==> config.mk <==
export PLATFORM = sky130hd
export DESIGN_NAME = ftlp_ram
export DESIGN_NICKNAME = d
export VERILOG_FILES = /design/src/ftlp_ram.sv
export SDC_FILE = /design/constraint.sdc
export NUM_CORES = 1
export LEC_CHECK = 0
export ABC_AREA = 1
export BUFFER_PORTS_ARGS = -buffer_cell sky130_fd_sc_hd__buf_2
export CAP_MARGIN = 0
export CORE_ASPECT_RATIO = 2
export CORE_MARGIN = 1
export CORE_UTILIZATION = 39
export DETAILED_ROUTE_END_ITERATION = 12
export GPL_TIMING_DRIVEN = 0
export HOLD_SLACK_MARGIN = 0.12
export PLACE_DENSITY = 0.58
export SYNTH_ARGS = -nofsm -noshare
export SYNTH_HDL_FRONTEND = slang
export SYNTH_SLANG_ARGS = --single-unit
==> constraint.sdc <==
create_clock -name clock -period 1.5 [get_ports clock]
set_input_delay 0.3 -clock clock [delete_from_list [all_inputs] [get_ports clock]]
set_output_delay 0.3 -clock clock [all_outputs]
set_load 0.02 [all_outputs]
==> src/ftlp_ram.sv <==
`timescale 1ns / 1ps
// ----------------------------------------------------------------------------
// Generic RAM
// Single write port, single read port, registered read data.
// ----------------------------------------------------------------------------
module ftlp_ram #(
   parameter int WIDTH = 8,
   parameter int DEPTH = 16
) (
   input  logic                     clock,
   input  logic                     wr_en,
   input  logic [$clog2(DEPTH)-1:0] wr_addr,
   input  logic [WIDTH-1:0]         wr_data,
   input  logic [$clog2(DEPTH)-1:0] rd_addr,
   output logic [WIDTH-1:0]         rd_data
);

   logic [WIDTH-1:0] mem [DEPTH];

   always_ff @(posedge clock) begin
      if (wr_en) begin
         mem[wr_addr] <= wr_data;
      end
      rd_data <= mem[rd_addr];
   end

endmodule

==> results of run 1 <==
## cell families after synthesis
kind of cell / after synthesis
buf+inv: 126
simple gates: 289
flops: 136
## path summary, 6_finish.rpt
check                             from             endpoint
setup reg to reg   mem[6][3]$_DFFE_PP_   rd_data[3]$_DFF_P_
hold reg to reg   mem[12][2]$_DFFE_PP_   rd_data[2]$_DFF_P_
hold / removal              wr_data[2]  mem[0][2]$_DFFE_PP_
setup / recovery            wr_addr[2]  mem[9][5]$_DFFE_PP_
## power breakdown
part | total (mW) | switching, mW | internal [mW]
Combinational | 0.590 | 0.426 | 0.163
Sequential | 4.27 | 0.0201 | 4.25
Clock | 4.18 | 1.56 | 2.63
## worst max-delay path, stage by stage
cell	delay, ns
sky130_fd_sc_hd__buf_2	0.12
sky130_fd_sc_hd__nand3b_1	0.24
sky130_fd_sc_hd__nor2_1	0.75
## layer usage
layer / routed length, microns / GRT usage / share of wire / vias to the layer above
met5: 0 / 0 / 0 / -
met4: 801 / 0.1339 / 0.054 / 0
met3: 642 / 0.04653 / 0.043 / 35
met2: 8201 / 0.3795 / 0.55 / 147
met1: 5135 / 0.2139 / 0.35 / 1787
li1: - / - / - / 1853
## cells in the mapped netlist
cell type,instances
sky130_fd_sc_hd__nor2_1,17
sky130_fd_sc_hd__nand3b_1,2
sky130_fd_sc_hd__edfxtp_1,128
sky130_fd_sc_hd__buf_1,1
sky130_fd_sc_hd__inv_1,100
sky130_fd_sc_hd__buf_4,4
sky130_fd_sc_hd__buf_6,6
sky130_fd_sc_hd__buf_2,13
sky130_fd_sc_hd__inv_2,2
sky130_fd_sc_hd__nand3_1,97
sky130_fd_sc_hd__nand2_1,173
sky130_fd_sc_hd__dfxtp_1,8
## through the flow
step           area [sq um]  setup WS [ns]    util  total power [mW]  hold slack (ns)
5_1_grt                6713        0.06025  0.4652             9.276           0.2884
3_5_place_dp           6117        -0.2683  0.4240             4.939           0.6406
4_1_cts                6713         0.1619  0.4652             9.070           0.2678
6_report               6713         0.1293  0.4652             9.044           0.2839
3_3_place_gp           6117        -0.2364  0.4240             4.926           0.6429
2_1_floorplan          5767         0.2492       -             4.679           0.3989
## flip-flops by register name, indices dropped and copies added (netlist names)
name,cells
rd_data,8
mem,128
## cell type report
class,instances,area [sq um]
buffer,24,166.4
clock buffer,18,439.2
clock inverter,14,156.4
fill,1391,7716
inverter,102,382.9
multi-input combinational,289,1214
sequential,136,4004
tap,192,240.2
timing repair buffer,22,110.1
==> Flow_metrics.wiki, run 1 <==
{| class="wikitable"
! Metric !! Value
|-
| Via count of the routed design || 3,822
|-
| Peak supply drop || 0.8054 mV
|-
| Mux contribution to synthesized area || 0
|-
| Internal reg-to-reg setup slack || 0.42 ns
|-
| Xor/xnor share of the synthesized area || 0
|-
| Power density of the placed cells || 1347 mW/mm^2
|-
| Total Negative Setup Slacks || 0 ns
|-
| Average cell area after synthesis || 10.47 sq um
|-
| Setup Buffers After CTS || 0
|-
| Via count of the first global-routing pass || 3,863
|-
| Antenna diodes || 0
|-
| Number of buffers added by the clock tree synthesis step || 17
|-
| Hold violation count in the final report || 0
|-
| Cell area after synthesis || 0.005767 sq mm
|-
| Share of the yosys chip area belonging to registers || 0.6943
|-
| Count of cells along the worst hold path || 1
|-
| First-pass DRT Iterations || 5
|-
| Post-synthesis instance total || 551
|-
| Clock transition at path regs || 0.06 ns
|-
| H-tree depth reported by CTS || 4
|-
| Drt total wl || 14,780 microns
|-
| Area of the die || 0.01531 sq mm
|-
| Count of cell types in the netlist || 12
|-
| Data required, critical path || 1.54 ns
|-
| Simple-gate area share of the yosys netlist || 0.2105
|-
| Critical path launch point type || input pin
|-
| Final cell count without fillers || 797
|-
| Status || finished, final reports clean
|-
| Instance count after placement with tap cells included || 765
|-
| Capturing element type of the critical path || flip-flop
|-
| Maximum root-to-sink buffer count || 2
|-
| Max Clk Rate || 729.6 MHz
|-
| Most frequent cells in the layout || 173 x sky130_fd_sc_hd__nand2_1, 128 x sky130_fd_sc_hd__edfxtp_1, 100 x sky130_fd_sc_hd__inv_1
|-
| Yosys synthesis warning count || 0
|-
| Die Span Y || 174.0 microns
|-
| R2R cell count || 6
|-
| Post-Synth Adder-Cell Area || 0
|-
| Register bit count reported by yosys || 136
|-
| Number of endpoints failing setup at the final stage || 0
|-
| Overall fraction of global-route tracks in use || 0.2121
|-
| Later-pin clock latency in the skew report || 0.43 ns
|-
| Most common cell after layout, fill and taps aside || sky130_fd_sc_hd__nand2_1
|-
| Largest cells by area after synthesis || sky130_fd_sc_hd__edfxtp_1 67%, sky130_fd_sc_hd__nand2_1 11%, sky130_fd_sc_hd__nand3_1 8.4%
|-
| Drt drc || 0
|-
| Arrival time reported for the critical path endpoint || 1.41 ns
|-
| Antenna violation net count after detailed routing || 0
|-
| I/O pins || 26
|-
| Final worst-path cycle share || 0.9138
|-
| Path class of the lowest-slack min-delay path || in2reg
|-
| Core box area || 0.01443 sq mm
|-
| Maximum number of pins on one net before global-route repair || 17
|-
| Row count || 62
|-
| Width of the chip || 87.99 microns
|-
| Layout net count || 610
|-
| Syn-to-layout area delta || 16.40%
|-
| Synth Area in Compound Gates || 0
|-
| Total congestion overflow after global routing || 0
|-
| Peak fanout along the critical path || 8
|-
| Dominant combinational cell family by area after synthesis || simple AND/OR/NAND/NOR gates
|-
| Hold-fix buffers, CTS || 0
|-
| Clock root buffer master || sky130_fd_sc_hd__clkbuf_16
|-
| Synthesized net count || 569
|-
| Count of maximum capacitance violations || 0
|-
| Buffers added on ports || 22
|-
| Average detailed-routed wire length per instance || 18.55 microns
|-
| TritonCTS clock tree || built
|-
| Fraction of synthesized cell area taken by the top area cell type || 0.6665
|-
| Category of the most critical setup path || in2reg
|-
| Tightest slew margin relative to the limit || 0.3762
|-
| Final worst clock skew || 0.008563 ns
|-
| First-pass GRT wire length || 21,990 microns
|-
| Final Wtd Congestion || 0.9311
|-
| DRC violation total after the first TritonRoute iteration || 260
|-
| Cell taking the most area after synthesis || sky130_fd_sc_hd__edfxtp_1
|-
| Setup repair after global routing missed its margin || false
|-
| PostCTS Resize Cnt || 0
|-
| Antenna violations before repair || 0
|-
| Vias/cell || 4.795
|-
| HPWL Detailed || 10,370 microns
|-
| Sink count of the clock tree || 136
|-
| Transition at the pin with the smallest max-transition slack || 0.9323 ns
|-
| Pins Over Slew Limit || 0
|-
| Clock period minus worst slack || 1.371 ns
|-
| Fraction of layout cells with a size suffix above 1 || 0.1289
|-
| Starting Density || 0.3997
|-
| Leakage power || 2.892 nW
|}
No activity file was read; power rests on OpenSTA's default activity.
==> run 2: changes to the inputs <==
- PLACE_DENSITY: 0.58 -> not set
- PLACE_DENSITY_LB_ADDON: not set -> 0.12
==> run 2 against run 1 <==
Cell count down 0.25%. Design area down 0.58%. Count of clock-buffer cells in the layout down 1. Setup slack better by 0.024 ns. Non-clock buffer count unchanged. Sequential share of layout area up 0.35 points. Fmax up 1.8%. Combinational power up 2%. Clock power down 6.0%. Largest cell class unchanged.
==> Flow_metrics.wiki, run 2 (synthesized netlist as in run 1, its figures left out) <==
{| class="wikitable"
! Metric !! Value
|-
| Status || finished, final reports clean
|-
| Setup Buffers After CTS || 0
|-
| Tightest slew margin relative to the limit || 0.4350
|-
| First-pass GRT wire length || 22,700 microns
|-
| Antenna violation net count after detailed routing || 0
|-
| Layout net count || 610
|-
| Largest Register || mem
|-
| TritonCTS clock tree || built
|-
| Transition at the pin with the smallest max-transition slack || 0.8443 ns
|-
| Setup repair after global routing missed its margin || false
|-
| Final worst-path cycle share || 0.8978
|-
| Vias/cell || 4.884
|-
| Overall fraction of global-route tracks in use || 0.2211
|-
| Later-pin clock latency in the skew report || 0.41 ns
|-
| Average detailed-routed wire length per instance || 19.52 microns
|-
| Final-layout fill cell count || 1,416
|-
| Number of buffers added by the clock tree synthesis step || 17
|-
| Top delay family on crit path || simple AND/OR/NAND/NOR gates
|-
| Antenna diodes || 0
|-
| Antenna violations before repair || 0
|-
| Pins Over Slew Limit || 0
|-
| Syn-to-layout area delta || 15.73%
|-
| DRC violation total after the first TritonRoute iteration || 231
|-
| Maximum number of pins on one net before global-route repair || 17
|-
| Final Wtd Congestion || 0.9382
|-
| Total congestion overflow after global routing || 0
|-
| Slowest stage cell, crit path || sky130_fd_sc_hd__nor2_1
|-
| Count of maximum capacitance violations || 0
|-
| Hold violation count in the final report || 0
|-
| Hold-fix buffers, CTS || 0
|-
| Arrival time reported for the critical path endpoint || 1.38 ns
|-
| Registers with the highest flip-flop counts || mem x128, rd_data x8
|-
| Via count of the routed design || 3,883
|-
| Via count of the first global-routing pass || 3,747
|-
| Final worst clock skew || 0.006883 ns
|-
| Maximum root-to-sink buffer count || 2
|-
| Core box area || 0.01443 sq mm
|-
| Peak fanout along the critical path || 8
|-
| Data required, critical path || 1.53 ns
|-
| Flip-flop count of the largest register after layout || 128
|-
| PostCTS Resize Cnt || 0
|-
| Storage element area || 0.004004 sq mm
|-
| Area of combinational cells with multiple inputs || 0.001214 sq mm
|-
| Overall Power || 8.800 mW
|-
| Largest incremental delay on the critical path || 0.68 ns
|-
| Row count || 62
|-
| Critical path launch point type || input pin
|-
| First-pass DRT Iterations || 4
|-
| Non-Filler Cell Area, Final || 0.006674 sq mm
|-
| Starting Density || 0.3997
|-
| Clock period minus worst slack || 1.347 ns
|-
| Max Clk Rate || 742.6 MHz
|-
| Leakage power || 2.889 nW
|-
| Buffers added on ports || 22
|-
| Die Span Y || 174.0 microns
|-
| Worst-path cell chain || buf_2 > nand3b_1 > nor2_1
|-
| Width of the chip || 87.99 microns
|-
| Category of the most critical setup path || in2reg
|-
| Final hold slack || 0.3290 ns
|-
| Fraction of layout cells with a size suffix above 1 || 0.1244
|-
| I/O pins || 26
|-
| Most frequent cells in the layout || 173 x sky130_fd_sc_hd__nand2_1, 128 x sky130_fd_sc_hd__edfxtp_1, 100 x sky130_fd_sc_hd__inv_1
|-
| Drt drc || 0
|-
| Most common cell after layout, fill and taps aside || sky130_fd_sc_hd__nand2_1
|-
| HPWL Detailed || 10,850 microns
|-
| Number of endpoints failing setup at the final stage || 0
|-
| H-tree depth reported by CTS || 4
|-
| Worst Path Buf+Inv || 1
|-
| Capturing element type of the critical path || flip-flop
|-
| Area of the die || 0.01531 sq mm
|-
| Clock transition at path regs || 0.06 ns
|-
| Sink count of the clock tree || 136
|-
| Drt total wl || 15,520 microns
|-
| Power density of the placed cells || 1319 mW/mm^2
|-
| Path class of the lowest-slack min-delay path || in2reg
|-
| Placed Area || 0.006117 sq mm
|-
| Peak supply drop || 0.7656 mV
|-
| Clock root buffer master || sky130_fd_sc_hd__clkbuf_16
|}
## run 2: routing by layer
layer	up-vias	wire [microns]	global-route usage
met1	1900	5592	0.2372
met4	0	604	0.1168
met5	-	0	0
met3	26	472	0.03039
li1	1854	-	-
met2	103	8851	0.4044
## run 2: area by class of cell
type | count | area share
flip-flops and latches | 136 | 0.5999
repair buffers | 22 | 0.01650
inverters | 102 | 0.05737
multi-input cells | 289 | 0.1819
clock inverters | 13 | 0.01969
well taps | 192 | 0.03600
clock buffers | 17 | 0.06374
plain buffers | 24 | 0.02493
## run 2: worst paths after layout
kind | start | end | slack, ns | cells after the start
worst min-delay path | rd_addr[3] | rd_data[6]$_DFF_P_ | 0.33 | 3
worst min register to register | mem[12][2]$_DFFE_PP_ | rd_data[2]$_DFF_P_ | 0.66 | 6
worst max-delay path | wr_addr[2] | mem[9][6]$_DFFE_PP_ | 0.15 | 3
worst max register to register | mem[4][0]$_DFFE_PP_ | rd_data[0]$_DFF_P_ | 0.43 | 6
## run 2: tightest hold or removal path: cells and delay by family
| kind | cells | cell delay [ns] |
|---|---|---|
| simple gates | 2 | 0.19 |
| buf+inv | 1 | 0.20 |
## run 2: per-stage QoR
| stage | instances | TNS, ns | utilization | setup WS (ns) |
|---|---|---|---|---|
| after global placement | 765 | -20.42 | 0.4240 | -0.2417 |
| after detailed placement | 765 | -24.27 | 0.4240 | -0.2887 |
| after global routing | 795 | 0 | 0.4625 | 0.08672 |
| after CTS | 795 | 0 | 0.4625 | 0.1486 |
| final | 795 | 0 | 0.4625 | 0.1534 |
| after floorplan | 551 | 0 | - | 0.2492 |
## run 2: report_power, final
group	total, mW	switching [mW]	internal, mW
registers	4.27	0.0203	4.25
clock network	3.93	1.51	2.42
logic	0.603	0.439	0.163
==> run 3: changes to the inputs <==
- CORE_ASPECT_RATIO: 2 -> 1.4
==> run 3 against run 2 <==
Die area is 0.15% lower. Via count is 2.8% lower. Cell count shrank 0.13%. Sequential cell count is the same. Design area increased by 0.24%. Clock skew decreased by 0.0013 ns. Critical path depth stayed put. Global-route usage shrank 1.9 points. Wire length is 7.2% lower. Largest cell class unchanged. Critical path type unchanged. Critical endpoint is now mem[11][0]$_DFFE_PP_. Register-to-register slack barely moved. Power rose by 1.4%.
==> Flow_metrics.wiki, run 3 (synthesized netlist as in run 1, its figures left out) <==
{| class="wikitable"
! Metric !! Value
|-
| Count of maximum capacitance violations || 0
|-
| Registers with the highest flip-flop counts || mem x128, rd_data x8
|-
| TritonCTS clock tree || built
|-
| Overall fraction of global-route tracks in use || 0.2024
|-
| Slowest stage cell, crit path || sky130_fd_sc_hd__nor2_1
|-
| Number of buffers added by the clock tree synthesis step || 17
|-
| Transition at the pin with the smallest max-transition slack || 0.9345 ns
|-
| Final Wtd Congestion || 0.8488
|-
| PostCTS Resize Cnt || 0
|-
| Antenna violations before repair || 0
|-
| Internal reg-to-reg setup slack || 0.42 ns
|-
| Instance count after placement with tap cells included || 762
|-
| Tightest slew margin relative to the limit || 0.3747
|-
| Hold-fix buffers, CTS || 0
|-
| Path class of the lowest-slack min-delay path || in2reg
|-
| Clock transition at path regs || 0.06 ns
|-
| Via count of the routed design || 3,776
|-
| Starting Density || 0.3993
|-
| Drt drc || 0
|-
| Number of endpoints failing setup at the final stage || 0
|-
| Critical path launch point type || input pin
|-
| Area of combinational cells with multiple inputs || 0.001214 sq mm
|-
| Die Span Y || 145.9 microns
|-
| Layout net count || 610
|-
| Leakage power || 2.894 nW
|-
| Sink count of the clock tree || 136
|-
| Maximum number of pins on one net before global-route repair || 17
|-
| Arrival time reported for the critical path endpoint || 1.39 ns
|-
| Worst setup margin || 0.1604 ns
|-
| Area of the die || 0.01528 sq mm
|-
| Largest incremental delay on the critical path || 0.70 ns
|-
| Data required, critical path || 1.55 ns
|-
| Max Clk Rate || 746.5 MHz
|-
| Antenna violation net count after detailed routing || 0
|-
| I/O pins || 26
|-
| Via count of the first global-routing pass || 3,780
|-
| Width of the chip || 104.8 microns
|-
| Clock root buffer master || sky130_fd_sc_hd__clkbuf_16
|-
| Non-Filler Cell Area, Final || 0.006690 sq mm
|-
| Peak fanout along the critical path || 8
|-
| Drt total wl || 14,410 microns
|-
| Worst-path cell chain || buf_2 > nand3b_1 > nor2_1
|-
| M2 GR Usage || 0.3407
|-
| Most common cell after layout, fill and taps aside || sky130_fd_sc_hd__nand2_1
|-
| Crit. Startpoint || wr_addr[2]
|-
| Category of the most critical setup path || in2reg
|-
| Fraction of met3 tracks used by global routing || 0.03493
|-
| Flip-flop count of the largest register after layout || 128
|-
| Buffers added on ports || 22
|-
| Syn-to-layout area delta || 16.01%
|-
| Pins Over Slew Limit || 0
|-
| Status || finished, final reports clean
|-
| Core box area || 0.01444 sq mm
|-
| Final worst-path cycle share || 0.8931
|-
| Largest Register || mem
|-
| First-pass GRT wire length || 21,920 microns
|-
| Average detailed-routed wire length per instance || 18.14 microns
|-
| Most frequent cells in the layout || 173 x sky130_fd_sc_hd__nand2_1, 128 x sky130_fd_sc_hd__edfxtp_1, 100 x sky130_fd_sc_hd__inv_1
|-
| R2R cell count || 6
|-
| Beginning of the worst register-to-register path || mem[5][4]$_DFFE_PP_
|-
| Power density of the placed cells || 1334 mW/mm^2
|-
| Later-pin clock latency in the skew report || 0.42 ns
|-
| Storage element area || 0.004004 sq mm
|-
| Core Util, Final || 0.4632
|-
| Capturing instance or port of the critical path || mem[11][0]$_DFFE_PP_
|-
| Row count || 52
|-
| Final worst clock skew || 0.005612 ns
|-
| Capturing element type of the critical path || flip-flop
|-
| Vias/cell || 4.756
|-
| Clock period minus worst slack || 1.340 ns
|-
| GR Layer Usage met1 || 0.2470
|-
| Worst slack after detailed placement || -0.3138 ns
|-
| Final-layout fill cell count || 1,418
|-
| H-tree depth reported by CTS || 4
|-
| Placed Area || 0.006113 sq mm
|-
| Crit Reg-Reg Endpoint || rd_data[4]$_DFF_P_
|-
| Setup repair after global routing missed its margin || false
|-
| HPWL Detailed || 9815 microns
|-
| Hold violation count in the final report || 0
|-
| DRC violation total after the first TritonRoute iteration || 265
|-
| Antenna diodes || 0
|-
| Fraction of layout cells with a size suffix above 1 || 0.1273
|-
| Maximum root-to-sink buffer count || 2
|-
| First-pass DRT Iterations || 4
|-
| Most heavily used metal layer in global routing || met2
|-
| Total congestion overflow after global routing || 0
|-
| Peak supply drop || 0.8148 mV
|-
| Setup Buffers After CTS || 0
|-
| Final cell count without fillers || 794
|}
-- run 3: changes by cell type in the layout (fill, tap and decap cells not counted), sizes merged --
cell / delta
clkinvlp: +1
inv: +1
-- run 3: worst min path at each step --
| stage | startpoint | end | slack, ns | cells past startpoint |
|---|---|---|---|---|
| after floorplan | wr_data[0] | mem[0][0]$_DFFE_PP_ | 0.40 | 0 |
| after global placement | mem[10][6]$_DFFE_PP_ | rd_data[6]$_DFF_P_ | 0.66 | 6 |
| after detailed placement | mem[11][6]$_DFFE_PP_ | rd_data[6]$_DFF_P_ | 0.66 | 6 |
| after CTS | wr_data[2] | mem[9][2]$_DFFE_PP_ | 0.29 | 1 |
| after global routing | wr_data[2] | mem[2][2]$_DFFE_PP_ | 0.29 | 1 |
| final | wr_data[2] | mem[0][2]$_DFFE_PP_ | 0.29 | 1 |
-- run 3: area by class of cell --
class	instances	share of cell area
clock inverter	15	0.02263
tap	189	0.03535
buffer	24	0.02487
clock buffer	17	0.06359
multi-input combinational	289	0.1814
inverter	102	0.05723
timing repair buffer	22	0.01646
sequential	136	0.5985
-- run 3: layer usage --
layer | routed length (microns) | part of all wire
met1 | 6083 | 0.42
met2 | 7283 | 0.51
met3 | 518 | 0.036
met4 | 521 | 0.036
met5 | 0 | 0
-- run 3: power by group --
group          leakage (nW)  internal, mW  switching, mW
combinational          1.39         0.163          0.418
clock                 0.283          2.45           1.62
sequential             1.22          4.25         0.0207
total                  2.89          6.86           2.06
-- run 3: worst max-delay path: cells and delay by family --
| family | cells | cell delay (ns) |
|---|---|---|
| and+or+nand+nor | 2 | 0.97 |
| buffers and inverters | 1 | 0.11 |
-- run 3: stage by stage --
step / hold WS (ns) / setup TNS [ns] / power (mW)
6_report: 0.2914 / 0 / 8.922
4_1_cts: 0.2925 / 0 / 8.957
3_5_place_dp: 0.6591 / -23.43 / 4.936
5_1_grt: 0.2945 / 0 / 9.187
3_3_place_gp: 0.6566 / -20.38 / 4.932
2_1_floorplan: 0.3989 / 0 / 4.679
